$ cat config.mk
export PLATFORM = sky130hd
export DESIGN_NAME = gcr_div
export DESIGN_NICKNAME = d
export VERILOG_FILES = /design/src/gcr_pkg.sv /design/src/gcr_div.sv
export VERILOG_INCLUDE_DIRS = /design/src /design/src/src
export SDC_FILE = /design/constraint.sdc
export NUM_CORES = 2
export LEC_CHECK = 0
export BUFFER_PORTS_ARGS = -buffer_cell sky130_fd_sc_hd__clkbuf_2
export CAP_MARGIN = 30
export CORE_MARGIN = 2
export CORE_UTILIZATION = 49
export CTS_CLUSTER_SIZE = 20
export DETAILED_ROUTE_END_ITERATION = 7
export HOLD_SLACK_MARGIN = 0.02
export PLACE_DENSITY_LB_ADDON = 0.05
export SYNTH_ARGS = -nofsm -noshare
export SYNTH_HDL_FRONTEND = slang
export SYNTH_SLANG_ARGS = --single-unit
export TNS_END_PERCENT = 100
$ cat constraint.sdc
create_clock -name clk -period 3.4 [get_ports clk]
set_input_delay 1.02 -clock clk [delete_from_list [all_inputs] [get_ports clk]]
set_output_delay 1.02 -clock clk [all_outputs]
set_load 0.05 [all_outputs]
$ cat src/gamma_contrast_ramp_core_defines.svh
// ----------------------------------------------------------------------------
// Assertion macros for the gamma/contrast ramp core
// Each use expands to a clocked check on clk, disabled while arst_n is low.
// ----------------------------------------------------------------------------
`ifndef GAMMA_CONTRAST_RAMP_CORE_DEFINES_SVH
`define GAMMA_CONTRAST_RAMP_CORE_DEFINES_SVH

`ifndef SYNTH
`define GCR_CHECK(lbl, prop) \
	lbl: assert property (@(posedge clk) disable iff (!arst_n) prop) \
		else $error("gcr: assertion failed");
`define GCR_CHECK_NEXT(lbl, ante, cons) \
	lbl: assert property (@(posedge clk) disable iff (!arst_n) (ante) |=> (cons)) \
		else $error("gcr: assertion failed");
`else
`define GCR_CHECK(lbl, prop)
`define GCR_CHECK_NEXT(lbl, ante, cons)
`endif

`endif

$ cat src/gcr_pkg.sv
// ----------------------------------------------------------------------------
// gcr_pkg
// Shared types, register indexes and the exp2 factor table function.
// ----------------------------------------------------------------------------
package gcr_pkg;

	localparam int GCR_LOG_FRAC = 24;

	localparam logic [7:0] GCR_REG_GAMMA    = 8'd0;
	localparam logic [7:0] GCR_REG_CONTRAST = 8'd1;

	// result overrides that ride along with an item
	typedef struct packed {
		logic zero;
		logic full;
	} gcr_flags_t;

	// truncating integer square root, one result bit per iteration
	function automatic logic [63:0] gcr_isqrt(input logic [63:0] v_in);
		logic [63:0] v;
		logic [63:0] res;
		logic [63:0] b;
		v = v_in;
		res = '0;
		b = 64'h4000_0000_0000_0000;
		for (int i = 0; i < 32; i++) begin
			if (v >= res + b) begin
				v = v - (res + b);
				res = (res >> 1) + b;
			end else begin
				res = res >> 1;
			end
			b = b >> 2;
		end
		return res;
	endfunction

	// 2^(-2^-k) as Q0.32, by k nested square roots of 0.5
	function automatic logic [31:0] gcr_exp_tab(input int k);
		logic [63:0] c;
		c = 64'h0000_0000_8000_0000;
		for (int i = 1; i <= GCR_LOG_FRAC; i++) begin
			if (i <= k) begin
				c = gcr_isqrt({c[31:0], 32'h0});
			end
		end
		return c[31:0];
	endfunction

endpackage

$ cat src/gcr_div.sv
// ----------------------------------------------------------------------------
// gcr_div
// Pipelined restoring divider, one quotient bit per stage, N stages.
// ----------------------------------------------------------------------------
`include "gamma_contrast_ramp_core_defines.svh"

module gcr_div import gcr_pkg::*; #(
	parameter int N = 43,
	parameter int W = 15
) (
	input  logic         clk,
	input  logic         arst_n,
	input  logic         en,
	input  logic         in_valid,
	input  logic [N-1:0] dividend,
	input  logic [W-1:0] divisor,
	input  gcr_flags_t   in_flags,
	output logic         out_valid,
	output logic [N-1:0] quotient,
	output gcr_flags_t   out_flags
);

	logic         vld_s [N];
	logic [W-1:0] rem_s [N];
	logic [N-1:0] acc_s [N];
	gcr_flags_t   flg_s [N];

	for (genvar i = 0; i < N; i++) begin : g_stage
		logic [W-1:0] rem_i;
		logic [N-1:0] acc_i;
		logic         vld_i;
		gcr_flags_t   flg_i;
		logic [W:0]   trial;
		logic         ge;

		assign rem_i = (i == 0) ? '0 : rem_s[(i == 0) ? 0 : i - 1];
		assign acc_i = (i == 0) ? dividend : acc_s[(i == 0) ? 0 : i - 1];
		assign vld_i = (i == 0) ? in_valid : vld_s[(i == 0) ? 0 : i - 1];
		assign flg_i = (i == 0) ? in_flags : flg_s[(i == 0) ? 0 : i - 1];

		// remainder stays below divisor, so W+1 bits hold the trial
		assign trial = {rem_i, acc_i[N-1]};
		assign ge    = trial >= {1'b0, divisor};

		always_ff @(posedge clk) begin
			if (en) begin
				rem_s[i] <= ge ? W'(trial - {1'b0, divisor}) : trial[W-1:0];
				acc_s[i] <= {acc_i[N-2:0], ge};
				flg_s[i] <= flg_i;
			end
		end

		always_ff @(posedge clk or negedge arst_n) begin
			if (!arst_n) begin
				vld_s[i] <= 1'b0;
			end else if (en) begin
				vld_s[i] <= vld_i;
			end
		end

		`GCR_CHECK(a_rem_below_divisor, vld_s[i] |-> rem_s[i] < divisor)
	end

	assign out_valid = vld_s[N-1];
	assign quotient  = acc_s[N-1];
	assign out_flags = flg_s[N-1];

endmodule

==> results.py <==
metrics = {
    "yosys": {
        "netlist_top_cells_area": "sky130_fd_sc_hd__edfxtp_1, sky130_fd_sc_hd__ha_1, sky130_fd_sc_hd__mux2_2",
        "dominantRegCellSynth": "sky130_fd_sc_hd__edfxtp_1",
        "synth.ff_latch_count": 2608,
        "synthSimpleGateAreaFrac_pct": 5.89,
        "post-synth-top-area-cell": "sky130_fd_sc_hd__edfxtp_1",
        "postSynthAreaPerCell_sq_um": 15.1,
        "muxShareOfSynthArea_pct": 4.49,
        "post_synth_edffs": 2565,
        "syn_area_sq_um": 114000,
        "ys_warn_count": 0,
        "largest_family_of_logic_cells_by_synthesized_area": "compound AO/OA/AOI/OAI gates",
        "fraction_of_synthesized_cell_area_in_xor_and_xnor_cells_pct": 3.27,
        "fraction_of_the_yosys_area_taken_by_sequential_cells_pct": 68.4,
        "post_synthesis_instance_total": 7542,
        "area_share_of_fa_ha_maj_cells_after_synthesis_pct": 7.65,
        "number_of_different_library_cells_in_the_post_synthesis_netlist": 86,
        "postSynth.asyncResetShare_pct": 1.65,
        "synth.net_count": 8279,
        "synthDominantCellAreaShare_pct": 67.5,
        "synth_compound_area_share_pct": 8.92,
    },
    "setup_path": {
        "critical_path.slowest_cell": "sky130_fd_sc_hd__mux2_2",
        "crit_path_end_kind": "flip-flop",
        "worstPathRequired_ns": 4.04,
        "timing.rr.end": "rem_s[2][138]",
        "worst_setup_path_start_kind": "primary input",
        "reg2reg_from": "acc_s[2][386]",
        "arrival_ns": 3.92,
        "maximum_single_stage_delay_on_the_critical_path_ns": 0.35,
        "crit_fanout": 22,
        "cp.buffers_inverters": 3,
        "rrSetupSlack_ns": 0.18,
        "criticalPathCategory": "primary input to flip-flop",
        "r2r.worst_path.cells": 12,
        "crit_chain": "clkbuf_2, buf_12, ha_1, fa_1, nor2b_4, o31a_1, o311ai_1, nand2_1, a31oi_4, a31oi_1, nor3_2, buf_4, mux2_2",
        "timing.critical_path.max_delay_family": "compound AO/OA/AOI/OAI gates",
    },
    "die": {
        "die_h_um": 487,
        "design.portCount": 110,
        "area_of_the_die_sq_um": 237000,
        "floorplan.initialDensity_pct": 49.2,
        "fp.dieW_um": 487,
        "core_area_sq_um": 232000,
        "placement_rows": 177,
    },
    "finish": {
        "core_utilization_of_the_finished_layout_pct": 60.8,
        "num-nets-final": 10200,
        "areaGrowthSynthToFinish_pct": 23.6,
        "post_route_cells_drive_above_1_share_pct": 27.3,
        "final_common_cell": "sky130_fd_sc_hd__edfxtp_1",
        "final_cells": 12700,
        "commonest_cells_after_routing_fill_and_taps_aside": "sky130_fd_sc_hd__edfxtp_1, sky130_fd_sc_hd__buf_4, sky130_fd_sc_hd__ha_1",
    },
    "placed_design": {
        "post-place-cells": 12200,
        "io_buffers": 109,
        "weighted_congestion_at_the_end_of_routability_driven_global_placement": 0.870,
        "post-dp-hpwl_mm": 159,
    },
    "grt": {
        "via_count_of_the_first_global_routing_pass": 67900,
        "global_route_wire_length_before_repair_mm": 362,
        "global_route.usage.total_pct": 19.2,
        "grt_antenna_before_repair": 9,
        "global_route_congestion_overflow_total": 0,
        "largest_net_degree_at_the_start_of_global_routing": 100,
    },
    "detailed_routing": {
        "post_drt_via_cell_ratio": 5.23,
        "drt_iter0_markers": 3511,
        "via_count": 66400,
        "drt-total-wl_mm": 227,
        "detail_route.drc_violations": 0,
        "avg_wl_per_cell_um": 17.9,
        "detailedRoute.firstPassIterationCount": 5,
        "antenna_left": 0,
    },
    "sta": {
        "finalSetupViolations": 0,
        "timing_worst_slew_pin_value_ns": 0.745,
        "relSlewSlack_pct": 50.4,
        "min_period_ns": 3.28,
        "timing.clock.skew_ns": 0.0425,
        "finalMaxSlewViolations": 0,
        "timing.final.hold_violations": 0,
        "timing.fmax_ghz": 0.305,
        "layout_worst_path_cycle_share_pct": 96.4,
        "rsz0062_at_grt": "no",
    },
    "run": {
        "max-cap-violations": 0,
    },
    "hold_path": {
        "worstHoldStart": "in_flags[1]",
        "hold_path.class": "primary input to flip-flop",
        "hold_depth": 1,
        "hold_end": "flg_s[0][1]",
    },
    "pwr": {
        "finalPower_uw": 127000,
        "vdd_ir_max_mv": 0.539,
        "total_power_per_unit_cell_area_nw_per_um2": 900,
        "leakagePower_uw": 0.0551,
    },
    "cts": {
        "clk_root_buffer_cell": "sky130_fd_sc_hd__clkbuf_16",
        "cts_max_level": 5,
        "clk_latency_ns": 0.92,
        "cts_tree": "built",
        "deepest_clock_path_buffer_count": 4,
        "numCtsBuffers": 296,
        "clock_sink_count": 2608,
        "path_clk_slew_ns": 0.06,
    },
    "status": {
        "outcome": "finished clean",
    },
}
[metal layers]
layer  GRT usage [%]  part of all wire [%]  routed length, um  up-vias
met5               0                     0                  0        -
met4            6.39                   3.2               7280        0
met3            2.57                   3.0               6910      436
met2            32.7                    49             111000      962
met1            25.4                    45             102000    32000
li1                -                     -                  -    32900
[how the worst max path moves through the flow]
stage / startpoint / to / slack [ns] / depth (start not counted)
final: divisor[0] / rem_s[2][138] / 0.12 / 13
after global placement: divisor[6] / rem_s[1][220] / -0.96 / 14
after floorplan: divisor[2] / rem_s[0][22] / -0.98 / 11
after global routing: divisor[0] / rem_s[0][183] / 0.002 / 14
after detailed placement: divisor[7] / rem_s[1][220] / -0.97 / 13
after CTS: divisor[7] / rem_s[1][220] / 0.09 / 13
[final cells by class]
class                      instances  area, sq um
fill                           17800        91000
sequential                      2608        78100
multi-input combinational       4566        34900
timing repair buffer            1717        14200
clock buffer                     345         7650
tap                             3043         3810
clock inverter                   170         1620
inverter                         227          890
antenna                            2         5.00
[registers in the layout (all words and copies together) (netlist names)]
signal	flops
flg_s	86
acc_s	1849
g_stage.vld_i	42
out_valid	1
rem_s	630
[power by group]
group	total, uW	switching, uW	internal [uW]
combinational	49500	22900	26500
sequential	47100	3230	43900
clock	30500	12300	18200
[stage by stage]
stage	setup TNS, ns	hold slack (ns)	worst slack (ns)	area [sq um]
after global placement	-345.21	0.400	-0.964	132000
after global routing	0	0.223	0.00185	141000
final	0	0.279	0.123	141000
after detailed placement	-364.90	0.405	-0.965	132000
after CTS	0	0.207	0.0873	141000
after floorplan	-408.82	0.400	-0.979	115000
[cell usage after synthesis (89+ instances only)]
master	number
sky130_fd_sc_hd__a31oi_1	89
sky130_fd_sc_hd__mux2_2	385
sky130_fd_sc_hd__xnor2_1	262
sky130_fd_sc_hd__nor2_1	471
sky130_fd_sc_hd__o21ai_0	436
sky130_fd_sc_hd__inv_1	226
sky130_fd_sc_hd__nand2_1	321
sky130_fd_sc_hd__ha_1	632
sky130_fd_sc_hd__o21a_1	143
sky130_fd_sc_hd__a21oi_1	426
sky130_fd_sc_hd__nor2b_1	116
sky130_fd_sc_hd__xor2_1	164
sky130_fd_sc_hd__a21o_1	143
sky130_fd_sc_hd__edfxtp_1	2565
[kinds of logic after synthesis]
group | after synthesis
AO/OA/AOI/OAI | 1615
XOR/XNOR | 426
adder cells (fa/ha/maj) | 673
buffers and inverters | 368
flip-flops | 2608
multiplexers | 460
AND/OR/NAND/NOR | 1392
[repair_timing]
item                                    CTS  global route
hold buffers                              1             0
buffers inserted                          0             0
endpoints found under the setup margin    1            75
hold endpoints to repair                 14             0
resized for setup                         1             7
Power figures use the tool's default switching activity.
